### src/hw/rtl/assert_macros.svh
`ifndef ASSERT_MACROS_SVH
`define ASSERT_MACROS_SVH

// Check a property on every rising edge, off while reset is asserted.
`define OWBM_ASSERT(lbl, prop, msg) \
  lbl: assert property (@(posedge clk_i) disable iff (!rst_ni) (prop)) else $error(msg);

// Check a property on every rising edge, reset included.
`define OWBM_ASSERT_ALWAYS(lbl, prop, msg) \
  lbl: assert property (@(posedge clk_i) (prop)) else $error(msg);

`endif

### src/hw/rtl/owbm_pkg.sv
package owbm_pkg;

  localparam int CountWidth = 10;
  localparam int RegWidth   = 10;
  localparam int NumRegs    = 8;
  localparam int IdxWidth   = 3;
  localparam int PhaseWidth = 4;

  localparam logic [1:0] OpTick  = 2'd0;
  localparam logic [1:0] OpReset = 2'd1;
  localparam logic [1:0] OpWrite = 2'd2;
  localparam logic [1:0] OpRead  = 2'd3;

  localparam logic [IdxWidth-1:0] RegResetLow   = 3'd0;
  localparam logic [IdxWidth-1:0] RegPresWait   = 3'd1;
  localparam logic [IdxWidth-1:0] RegResetTail  = 3'd2;
  localparam logic [IdxWidth-1:0] RegSlotShort  = 3'd3;
  localparam logic [IdxWidth-1:0] RegSlotLong   = 3'd4;
  localparam logic [IdxWidth-1:0] RegReadWait   = 3'd5;
  localparam logic [IdxWidth-1:0] RegReadTail   = 3'd6;
  localparam logic [IdxWidth-1:0] RegBitGap     = 3'd7;

  localparam logic [RegWidth-1:0] RstResetLow  = 10'd480;
  localparam logic [RegWidth-1:0] RstPresWait  = 10'd65;
  localparam logic [RegWidth-1:0] RstResetTail = 10'd420;
  localparam logic [RegWidth-1:0] RstSlotShort = 10'd3;
  localparam logic [RegWidth-1:0] RstSlotLong  = 10'd65;
  localparam logic [RegWidth-1:0] RstReadWait  = 10'd15;
  localparam logic [RegWidth-1:0] RstReadTail  = 10'd50;
  localparam logic [RegWidth-1:0] RstBitGap    = 10'd5;

  typedef struct packed {
    logic [RegWidth-1:0] reset_low;
    logic [RegWidth-1:0] presence_wait;
    logic [RegWidth-1:0] reset_tail;
    logic [RegWidth-1:0] slot_short;
    logic [RegWidth-1:0] slot_long;
    logic [RegWidth-1:0] read_sample_wait;
    logic [RegWidth-1:0] read_tail;
    logic [RegWidth-1:0] bit_gap;
  } cfg_t;

  typedef struct packed {
    logic       line_low;
    logic       busy;
    logic       done;
    logic       no_presence;
    logic [7:0] read_data;
    logic       command_ignored;
  } result_t;

endpackage

### src/hw/rtl/owbm_cfg_regs.sv
module owbm_cfg_regs
  import owbm_pkg::*;
(
  input  logic                clk_i,
  input  logic                rst_ni,
  input  logic                wr_en_i,
  input  logic [IdxWidth-1:0] wr_index_i,
  input  logic [RegWidth-1:0] wr_data_i,
  output cfg_t                cfg_o
);

  cfg_t cfg_q, cfg_d;

  always_comb begin
    cfg_d = cfg_q;
    if (wr_en_i) begin
      unique case (wr_index_i)
        RegResetLow:  cfg_d.reset_low        = wr_data_i;
        RegPresWait:  cfg_d.presence_wait    = wr_data_i;
        RegResetTail: cfg_d.reset_tail       = wr_data_i;
        RegSlotShort: cfg_d.slot_short       = wr_data_i;
        RegSlotLong:  cfg_d.slot_long        = wr_data_i;
        RegReadWait:  cfg_d.read_sample_wait = wr_data_i;
        RegReadTail:  cfg_d.read_tail        = wr_data_i;
        RegBitGap:    cfg_d.bit_gap          = wr_data_i;
        default:      cfg_d = cfg_q;
      endcase
    end
  end

  always_ff @(posedge clk_i or negedge rst_ni) begin
    if (!rst_ni) begin
      cfg_q.reset_low        <= RstResetLow;
      cfg_q.presence_wait    <= RstPresWait;
      cfg_q.reset_tail       <= RstResetTail;
      cfg_q.slot_short       <= RstSlotShort;
      cfg_q.slot_long        <= RstSlotLong;
      cfg_q.read_sample_wait <= RstReadWait;
      cfg_q.read_tail        <= RstReadTail;
      cfg_q.bit_gap          <= RstBitGap;
    end else begin
      cfg_q <= cfg_d;
    end
  end

  assign cfg_o = cfg_q;

endmodule

### src/hw/rtl/owbm_seq.sv
module owbm_seq
  import owbm_pkg::*;
(
  input  logic       clk_i,
  input  logic       rst_ni,
  input  logic       step_i,
  input  logic [1:0] opcode_i,
  input  logic [7:0] write_data_i,
  input  logic       line_sample_i,
  input  cfg_t       cfg_i,
  output result_t    result_o
);

  localparam logic [PhaseWidth-1:0] PhIdle    = 4'd0;
  localparam logic [PhaseWidth-1:0] PhRstLow  = 4'd1;
  localparam logic [PhaseWidth-1:0] PhRstWait = 4'd2;
  localparam logic [PhaseWidth-1:0] PhRstTail = 4'd3;
  localparam logic [PhaseWidth-1:0] PhWrLow   = 4'd4;
  localparam logic [PhaseWidth-1:0] PhWrHigh  = 4'd5;
  localparam logic [PhaseWidth-1:0] PhWrGap   = 4'd6;
  localparam logic [PhaseWidth-1:0] PhRdLow   = 4'd7;
  localparam logic [PhaseWidth-1:0] PhRdWait  = 4'd8;
  localparam logic [PhaseWidth-1:0] PhRdTail  = 4'd9;

  localparam int CmpWidth = ((CountWidth > RegWidth) ? CountWidth : RegWidth) + 1;
  localparam logic [CmpWidth-1:0]   LenTop   = CmpWidth'(2 ** CountWidth);
  localparam logic [CountWidth-1:0] CountMax = {CountWidth{1'b1}};
  localparam logic [2:0]            BitLast  = 3'd7;

  logic [PhaseWidth-1:0] phase_q, phase_d;
  logic [CountWidth-1:0] tick_q, tick_d;
  logic [2:0]            bit_q, bit_d;
  logic [7:0]            shift_q, shift_d;
  logic                  pres_q, pres_d;
  logic [7:0]            rbyte_q, rbyte_d;

  logic [RegWidth-1:0] len;
  logic [CmpWidth-1:0] len_ext, len_eff, tick_inc;
  logic                cur_bit, phase_end, done, ignored, bit_end;

  assign cur_bit = shift_q[bit_q];

  always_comb begin
    unique case (phase_q)
      PhRstLow:  len = cfg_i.reset_low;
      PhRstWait: len = cfg_i.presence_wait;
      PhRstTail: len = cfg_i.reset_tail;
      PhWrLow:   len = cur_bit ? cfg_i.slot_short : cfg_i.slot_long;
      PhWrHigh:  len = cur_bit ? cfg_i.slot_long : cfg_i.slot_short;
      PhWrGap:   len = cfg_i.bit_gap;
      PhRdLow:   len = cfg_i.slot_short;
      PhRdWait:  len = cfg_i.read_sample_wait;
      PhRdTail:  len = cfg_i.read_tail;
      default:   len = RegWidth'(1);
    endcase
  end

  assign len_ext   = CmpWidth'(len);
  assign len_eff   = (len_ext == '0) ? CmpWidth'(1) : ((len_ext > LenTop) ? LenTop : len_ext);
  assign tick_inc  = CmpWidth'(tick_q) + CmpWidth'(1);
  assign phase_end = (tick_inc >= len_eff);

  always_comb begin
    phase_d = phase_q;
    tick_d  = tick_q;
    bit_d   = bit_q;
    shift_d = shift_q;
    pres_d  = pres_q;
    rbyte_d = rbyte_q;
    done    = 1'b0;
    ignored = 1'b0;
    bit_end = 1'b0;
    if (phase_q == PhIdle) begin
      unique case (opcode_i)
        OpTick: ;
        OpReset: begin
          phase_d = PhRstLow;
          tick_d  = '0;
        end
        OpWrite: begin
          phase_d = PhWrLow;
          tick_d  = '0;
          shift_d = write_data_i;
          bit_d   = '0;
        end
        OpRead: begin
          phase_d = PhRdLow;
          tick_d  = '0;
          shift_d = '0;
          bit_d   = '0;
        end
        default: ;
      endcase
    end else begin
      ignored = (opcode_i != OpTick);
      if (phase_end) begin
        tick_d = '0;
        unique case (phase_q)
          PhRstLow:  phase_d = PhRstWait;
          PhRstWait: begin
            pres_d  = line_sample_i;
            phase_d = PhRstTail;
          end
          PhRstTail: begin
            phase_d = PhIdle;
            done    = 1'b1;
          end
          PhWrLow:   phase_d = PhWrHigh;
          PhWrHigh: begin
            if (cfg_i.bit_gap != '0) phase_d = PhWrGap;
            else bit_end = 1'b1;
          end
          PhWrGap:   bit_end = 1'b1;
          PhRdLow:   phase_d = PhRdWait;
          PhRdWait: begin
            shift_d[bit_q] = shift_q[bit_q] | line_sample_i;
            phase_d        = PhRdTail;
          end
          PhRdTail: begin
            if (bit_q == BitLast) begin
              rbyte_d = shift_q;
              phase_d = PhIdle;
              done    = 1'b1;
            end else begin
              bit_d   = bit_q + 3'd1;
              phase_d = PhRdLow;
            end
          end
          default:   phase_d = PhIdle;
        endcase
        if (bit_end) begin
          if (bit_q == BitLast) begin
            phase_d = PhIdle;
            done    = 1'b1;
          end else begin
            bit_d   = bit_q + 3'd1;
            phase_d = PhWrLow;
          end
        end
      end else if (tick_q < CountMax) begin
        tick_d = tick_q + CountWidth'(1);
      end
    end
  end

  always_ff @(posedge clk_i or negedge rst_ni) begin
    if (!rst_ni) begin
      phase_q <= PhIdle;
      tick_q  <= '0;
      bit_q   <= '0;
      shift_q <= '0;
      pres_q  <= 1'b0;
      rbyte_q <= '0;
    end else if (step_i) begin
      phase_q <= phase_d;
      tick_q  <= tick_d;
      bit_q   <= bit_d;
      shift_q <= shift_d;
      pres_q  <= pres_d;
      rbyte_q <= rbyte_d;
    end
  end

  always_comb begin
    result_o.line_low        = (phase_d == PhRstLow) || (phase_d == PhWrLow) ||
                               (phase_d == PhRdLow);
    result_o.busy            = (phase_d != PhIdle);
    result_o.done            = done;
    result_o.no_presence     = pres_d;
    result_o.read_data       = rbyte_d;
    result_o.command_ignored = ignored;
  end

endmodule

### src/hw/rtl/owbm_out_skid.sv
module owbm_out_skid
  import owbm_pkg::*;
(
  input  logic    clk_i,
  input  logic    rst_ni,
  input  logic    push_i,
  input  result_t data_i,
  output logic    ready_o,
  output logic    valid_o,
  input  logic    ready_i,
  output result_t data_o
);

  result_t out_q, skid_q;
  logic    out_v_q, skid_v_q;
  logic    load_out;

  assign ready_o  = !skid_v_q;
  assign load_out = !out_v_q || ready_i;

  always_ff @(posedge clk_i or negedge rst_ni) begin
    if (!rst_ni) begin
      out_v_q  <= 1'b0;
      skid_v_q <= 1'b0;
    end else if (load_out) begin
      out_v_q  <= skid_v_q || push_i;
      skid_v_q <= 1'b0;
    end else if (push_i) begin
      skid_v_q <= 1'b1;
    end
  end

  always_ff @(posedge clk_i) begin
    if (load_out) begin
      out_q <= skid_v_q ? skid_q : data_i;
    end else if (push_i) begin
      skid_q <= data_i;
    end
  end

  assign valid_o = out_v_q;
  assign data_o  = out_q;

endmodule

### src/hw/rtl/one_wire_bus_master.sv
// One-wire bus master sequencer, one transfer per timing tick.
// Input channel (in_valid_i/in_ready_o): each transfer is one tick and carries
// opcode_i (tick, reset, write byte, read byte), write_data_i and the sampled
// bus level line_sample_i. Commands given while busy are dropped and flagged.
// Output channel (out_valid_o/out_ready_i): one result transfer per input tick,
// in order: line drive, busy, done pulse, presence failure, last read byte and
// the ignored-command flag, all as the state after that tick.
// Config channel (cfg_valid_i/cfg_ready_o): always ready; cfg_index_i selects
// one of the eight timing registers, write it only while the block is idle.
// Results are registered in the output entry, or in the skid entry while the
// receiver stalls. Throughput: one tick per cycle while in_ready_o is high; the
// phase counter and slot sequencer update once per tick.
// A two-entry output buffer keeps accepting ticks into its skid entry when the
// receiver stalls; in_ready_o drops only while both entries are full.
// Reset: timing registers return to their defaults, the sequencer goes idle
// with cleared flags and read byte, and the output buffer empties.
module one_wire_bus_master
  import owbm_pkg::*;
(
  input  logic                clk_i,
  input  logic                rst_ni,
  input  logic                in_valid_i,
  output logic                in_ready_o,
  input  logic [1:0]          opcode_i,
  input  logic [7:0]          write_data_i,
  input  logic                line_sample_i,
  output logic                out_valid_o,
  input  logic                out_ready_i,
  output logic                line_low_o,
  output logic                busy_res_o,
  output logic                done_res_o,
  output logic                no_presence_o,
  output logic [7:0]          read_data_o,
  output logic                command_ignored_o,
  input  logic                cfg_valid_i,
  output logic                cfg_ready_o,
  input  logic [IdxWidth-1:0] cfg_index_i,
  input  logic [RegWidth-1:0] cfg_data_i
);

  `include "assert_macros.svh"

  cfg_t    cfg;
  result_t seq_res, out_res;
  logic    in_xfer;

  assign cfg_ready_o = 1'b1;
  assign in_xfer     = in_valid_i && in_ready_o;

  owbm_cfg_regs u_cfg (
    .clk_i      (clk_i),
    .rst_ni     (rst_ni),
    .wr_en_i    (cfg_valid_i && cfg_ready_o),
    .wr_index_i (cfg_index_i),
    .wr_data_i  (cfg_data_i),
    .cfg_o      (cfg)
  );

  owbm_seq u_seq (
    .clk_i         (clk_i),
    .rst_ni        (rst_ni),
    .step_i        (in_xfer),
    .opcode_i      (opcode_i),
    .write_data_i  (write_data_i),
    .line_sample_i (line_sample_i),
    .cfg_i         (cfg),
    .result_o      (seq_res)
  );

  owbm_out_skid u_out (
    .clk_i   (clk_i),
    .rst_ni  (rst_ni),
    .push_i  (in_xfer),
    .data_i  (seq_res),
    .ready_o (in_ready_o),
    .valid_o (out_valid_o),
    .ready_i (out_ready_i),
    .data_o  (out_res)
  );

  assign line_low_o        = out_res.line_low;
  assign busy_res_o        = out_res.busy;
  assign done_res_o        = out_res.done;
  assign no_presence_o     = out_res.no_presence;
  assign read_data_o       = out_res.read_data;
  assign command_ignored_o = out_res.command_ignored;

  `OWBM_ASSERT(a_done_idle, out_valid_o && done_res_o |-> !busy_res_o, "done while busy")
  `OWBM_ASSERT(a_low_busy, out_valid_o && line_low_o |-> busy_res_o, "line driven while idle")
  `OWBM_ASSERT(a_stall_full, !in_ready_o |-> out_valid_o, "input stalled with empty output")
  `OWBM_ASSERT(a_stall_hold, out_valid_o && !out_ready_i |=> out_valid_o, "result lost in stall")

endmodule
### config.mk
export PLATFORM = sky130hd
export DESIGN_NAME = one_wire_bus_master
export DESIGN_NICKNAME = d
export VERILOG_FILES = /design/src/hw/rtl/owbm_pkg.sv /design/src/hw/rtl/owbm_cfg_regs.sv /design/src/hw/rtl/owbm_seq.sv /design/src/hw/rtl/owbm_out_skid.sv /design/src/hw/rtl/one_wire_bus_master.sv
export VERILOG_INCLUDE_DIRS = /design/src /design/src/hw/rtl
export SDC_FILE = /design/constraint.sdc
export NUM_CORES = 1
export LEC_CHECK = 0
export ABC_AREA = 1
export BUFFER_PORTS_ARGS = -buffer_cell sky130_fd_sc_hd__buf_2
export CAP_MARGIN = 15
export CORE_UTILIZATION = 55
export CTS_BUF_LIST = sky130_fd_sc_hd__clkbuf_4 sky130_fd_sc_hd__clkbuf_8 sky130_fd_sc_hd__clkbuf_16
export CTS_CLUSTER_DIAMETER = 60
export CTS_CLUSTER_SIZE = 14
export DETAILED_ROUTE_END_ITERATION = 6
export GPL_ROUTABILITY_DRIVEN = 0
export HOLD_SLACK_MARGIN = 0.02
export PLACE_DENSITY = 0.79
export SLEW_MARGIN = 15
export SYNTH_ARGS = -nofsm -noshare
export SYNTH_HDL_FRONTEND = slang
export SYNTH_SLANG_ARGS = --single-unit
### constraint.sdc
create_clock -name clk_i -period 4.35 [get_ports clk_i]
set_input_delay 0.6525 -clock clk_i [delete_from_list [all_inputs] [get_ports clk_i]]
set_output_delay 0.6525 -clock clk_i [all_outputs]
set_load 0.01 [all_outputs]
==> metrics.log <==
[metrics] top cells by instance count after synthesis: sky130_fd_sc_hd__nand2_1 (306), sky130_fd_sc_hd__o21ai_0 (107), sky130_fd_sc_hd__inv_1 (101)
[metrics] CTS H-Tree Depth: 4
[metrics] IO Pins: 45
[metrics] most common flop cell mapped by yosys: sky130_fd_sc_hd__dfrtp_1
[metrics] unique cell type count in the Yosys netlist: between 40 and 50
[metrics] standard cell with the maximum stage delay on the critical path: sky130_fd_sc_hd__dfrtp_1
[metrics] final critical delay including setup and external delays: between 3000 and 4000 ps
[metrics] DR WL/cell: between 15 and 20 microns
[metrics] Hold Buf Count CTS: 0
[metrics] Pre-Repair DR Iteration Count: 7
[metrics] total CTS buffers: 17
[metrics] worst vdd rail ir drop: ~0.30 mV
[metrics] Synth Net Count: around 980
[metrics] floorplan die area: 14,000 sq um
[metrics] Seq/Total Area, Yosys: around half
[metrics] number of flops mapped to enable cells by yosys: 26
[metrics] via count: approximately 6,400
[metrics] Clk pin slew, worst setup/hold paths: 60 ps
[metrics] Root Driver: sky130_fd_sc_hd__clkbuf_16
[metrics] fraction of the cycle the final worst path needs: between 90 and 100%
[metrics] floorplan row count: 42
[metrics] post-route clock skew: approximately 7 ps
[metrics] routed wire length on met3: around 840 microns
[metrics] total of flip-flops plus latches after synthesis: ~140
[metrics] P&R area growth vs syn: 14.4%
[metrics] launching point of the worst reg2reg path: u_seq.phase_q[1]
[metrics] Post-route DRC: 0
[metrics] Antenna Cells: 0
[metrics] cell types occupying the most area after synthesis: sky130_fd_sc_hd__dfrtp_1 (31%), sky130_fd_sc_hd__nand2_1 (15%), sky130_fd_sc_hd__edfxtp_1 (11%), sky130_fd_sc_hd__dfstp_2 (8.1%), sky130_fd_sc_hd__o21ai_0 (7.2%)
[metrics] uppermost metal layer occupied by signal nets: met4
[metrics] slew margin rel.: 28.1%
[metrics] violation count after the first detailed-routing iteration: around 570
[metrics] Max Transition Viols Final: 0
[metrics] number of antenna violations at the first check in global routing: 0
[metrics] share of the synthesized area in the top cell type: a little under a third
[metrics] CP endpoint kind: flip-flop
[metrics] fraction of final layout cells with drive strength greater than 1: approximately 14%
[metrics] Yosys warnings: 0
[metrics] WL met1: ~7700 microns
[metrics] Die Span Y: between 100 and 150 microns
[metrics] GRT Resource Usage Total: approximately 28%
[metrics] Leakage Power: roughly 0.0041 uW
[metrics] detailed route wirelength on metal2: 9040 microns
[metrics] count of endpoints failing setup in the final report: 0
[metrics] setup_tns: 0 ps
[metrics] most used standard cell by instance count after synthesis: sky130_fd_sc_hd__nand2_1
[metrics] largest driver fanout on the critical path: 9
[metrics] Cell Area, Synth: between 7000 and 8000 sq um
[metrics] setup repair after global routing missed its margin: false
[metrics] port buffer count: 43
[metrics] max capacitance violation total: 0
[metrics] largest net degree at the start of global routing: 70
[metrics] Highest Clock Rate: 253 MHz
[metrics] kind of start point of the critical path: flip-flop
[metrics] TritonCTS clock tree: yes
[metrics] via count of the first global-routing pass: slightly above 6,000
[metrics] Critical Path Start: u_seq.phase_q[1]
[metrics] HPWL after detailed placement: 12,600 microns
[metrics] Sink Count: 142
[metrics] worst hold margin: ~330 ps
[metrics] result of the run: finished clean
[metrics] Post-Route WL: 18,000 microns
[metrics] remaining global-route overflow: 0
[metrics] arrival time of data at the critical path endpoint: 4130 ps
[metrics] Setup CP Type: reg -> reg
[metrics] detail-routed via count per cell: 5.46
[metrics] transition at the pin with the smallest max-transition slack: approximately 1100 ps
[metrics] global-route wire length before repair: 30,300 microns
[metrics] Most common cell on crit path: sky130_fd_sc_hd__nand2_1
[metrics] Longest Clk Path Bufs: 2
[metrics] power per unit of standard cell area: 638 nW/um^2
[metrics] delay contributed by the slowest stage of the critical path: roughly 450 ps
[metrics] number of standard cells after synthesis: 936
[metrics] effective utilization at floorplan: between 50% and 60%
[metrics] Worst-Skew Late Latency: between 400 and 500 ps
[metrics] Die W: 118 microns
[metrics] number of hold violations in the final report: 0
[metrics] Synth area leader: sky130_fd_sc_hd__dfrtp_1
[metrics] number of nets still failing antenna checks after routing: 0
[metrics] Avg Cell Area, Syn: between 7 and 8 sq um
[metrics] required time reported for the critical path endpoint: between 4000 and 5000 ps
[metrics] placeable core area: 13,200 sq um
[metrics] Min-Delay Path Class: in -> async
[metrics] net total in the final layout: slightly above 1,000
[metrics] Async SR Flop Fraction: between 80% and 90%
placed cells by master, fill, tap and decap left out, types with 2 or more instances in the layout:
| cell type | n |
|---|---|
| sky130_fd_sc_hd__xor2_1 | 8 |
| sky130_fd_sc_hd__o21ai_1 | 14 |
| sky130_fd_sc_hd__clkbuf_8 | 3 |
| sky130_fd_sc_hd__o22ai_2 | 3 |
| sky130_fd_sc_hd__inv_2 | 4 |
| sky130_fd_sc_hd__o21ai_0 | 102 |
| sky130_fd_sc_hd__nor3_1 | 8 |
| sky130_fd_sc_hd__o31ai_1 | 8 |
| sky130_fd_sc_hd__a21oi_1 | 24 |
| sky130_fd_sc_hd__nand2_2 | 2 |
| sky130_fd_sc_hd__dfstp_2 | 23 |
| sky130_fd_sc_hd__buf_4 | 18 |
| sky130_fd_sc_hd__buf_2 | 42 |
| sky130_fd_sc_hd__a211oi_1 | 3 |
| sky130_fd_sc_hd__nand2_1 | 305 |
| sky130_fd_sc_hd__edfxtp_1 | 26 |
| sky130_fd_sc_hd__dfrtp_1 | 93 |
| sky130_fd_sc_hd__o2111ai_1 | 4 |
| sky130_fd_sc_hd__inv_1 | 100 |
| sky130_fd_sc_hd__nand3b_1 | 2 |
| sky130_fd_sc_hd__clkinvlp_4 | 2 |
| sky130_fd_sc_hd__nor2_1 | 57 |
| sky130_fd_sc_hd__bufinv_16 | 2 |
| sky130_fd_sc_hd__o2bb2ai_1 | 2 |
| sky130_fd_sc_hd__nand3_1 | 53 |
| sky130_fd_sc_hd__clkbuf_16 | 18 |
| sky130_fd_sc_hd__o21ai_2 | 2 |
| sky130_fd_sc_hd__nand4_1 | 5 |
| sky130_fd_sc_hd__nor2_2 | 7 |
| sky130_fd_sc_hd__nor2_8 | 2 |
| sky130_fd_sc_hd__clkinv_2 | 2 |
| sky130_fd_sc_hd__a22o_1 | 4 |
| sky130_fd_sc_hd__ha_1 | 14 |
| sky130_fd_sc_hd__o22ai_1 | 6 |
| sky130_fd_sc_hd__o211ai_1 | 8 |
| sky130_fd_sc_hd__clkbuf_4 | 3 |
| sky130_fd_sc_hd__inv_4 | 2 |
worst max-delay path: cells and delay by family (launching register included):
kind | cells | cell delay [ps]
flops | 1 | 450
simple gates | 25 | 2300
fa+ha+maj | 1 | 220
compound gates | 1 | 110
buf+inv | 4 | 610
state kept, by name (all words and copies together), names as in the netlist:
| signal | flops |
|---|---|
| u_out.skid_q | 13 |
| u_out.skid_v_q | 1 |
| u_out.valid_o | 1 |
| u_seq.phase_q | 4 |
| u_seq.pres_q | 1 |
| u_cfg.cfg_o | 80 |
| u_seq.tick_q | 10 |
| u_seq.bit_q | 3 |
| u_seq.rbyte_q | 8 |
| u_seq.shift_q | 8 |
| u_out.data_o | 13 |
final timing paths:
| kind | cells after the start | slack, ps | endpoint |
|---|---|---|---|
| max in group asynchronous | 2 | 3070 | u_cfg.cfg_o[22] |
| min in group clk_i | 3 | 440 | u_cfg.cfg_o[4] |
| worst max register to register | 31 | 400 | u_out.data_o[11] |
| worst min register to register | 2 | 480 | u_cfg.cfg_o[79] |
| worst min-delay path | 1 | 330 | u_seq.rbyte_q[4] |
| worst max-delay path | 31 | 400 | u_out.data_o[11] |
timing repair:
item / in CTS / in global routing
setup buffers: 0 / 3
resized for setup: 0 / 13
endpoints found under the setup margin: 0 / 52
power breakdown:
part / internal, uW / leakage, uW / switching (uW)
clock network: 944 / 0.000311 / 563
logic: 692 / 0.00210 / 1390
registers: 1660 / 0.00169 / 164
total: 3300 / 0.00410 / 2120
routing by layer:
metal	track usage, %	up-vias
li1	-	3148
met1	35.0	3001
met2	47.1	195
met3	4.73	45
met4	12.3	0
met5	0	-
final cells by class:
| class | count | area [sq um] |
|---|---|---|
| Multi-Input combinational cell | 654 | 3190 |
| Timing Repair Buffer | 60 | 345 |
| Inverter | 107 | 409 |
| Sequential cell | 142 | 3710 |
| Clock buffer | 24 | 514 |
| Clock inverter | 8 | 100 |
| Fill cell | 1139 | 4700 |
| Tap cell | 176 | 220 |
through the flow:
stage          power (uW)  setup slack (ps)  area (sq um)  std cells  utilization, %
5_1_grt              5800              18.9          8490       1171            64.4
4_1_cts              5340               171          8430       1168            63.9
3_5_place_dp         3830               199          7820       1136            59.3
2_1_floorplan        3320               979          7420        936               -
3_3_place_gp         3770               352          7820       1136            59.3
6_report             5410               402          8490       1171            64.4
kinds of logic (layout without fill, tap and decap cells):
group	Yosys count	count (layout)	synth area share [%]
simple gates	446	446	24.8
compound gates	184	184	14.2
flops	142	142	50.0
buf+inv	140	199	7.45
fa+ha+maj	14	14	2.36
xor+xnor	8	8	0.944
other cells	1	1	0.0505
mux	1	1	0.135
Note: power is estimated with default switching activity, not from simulation.
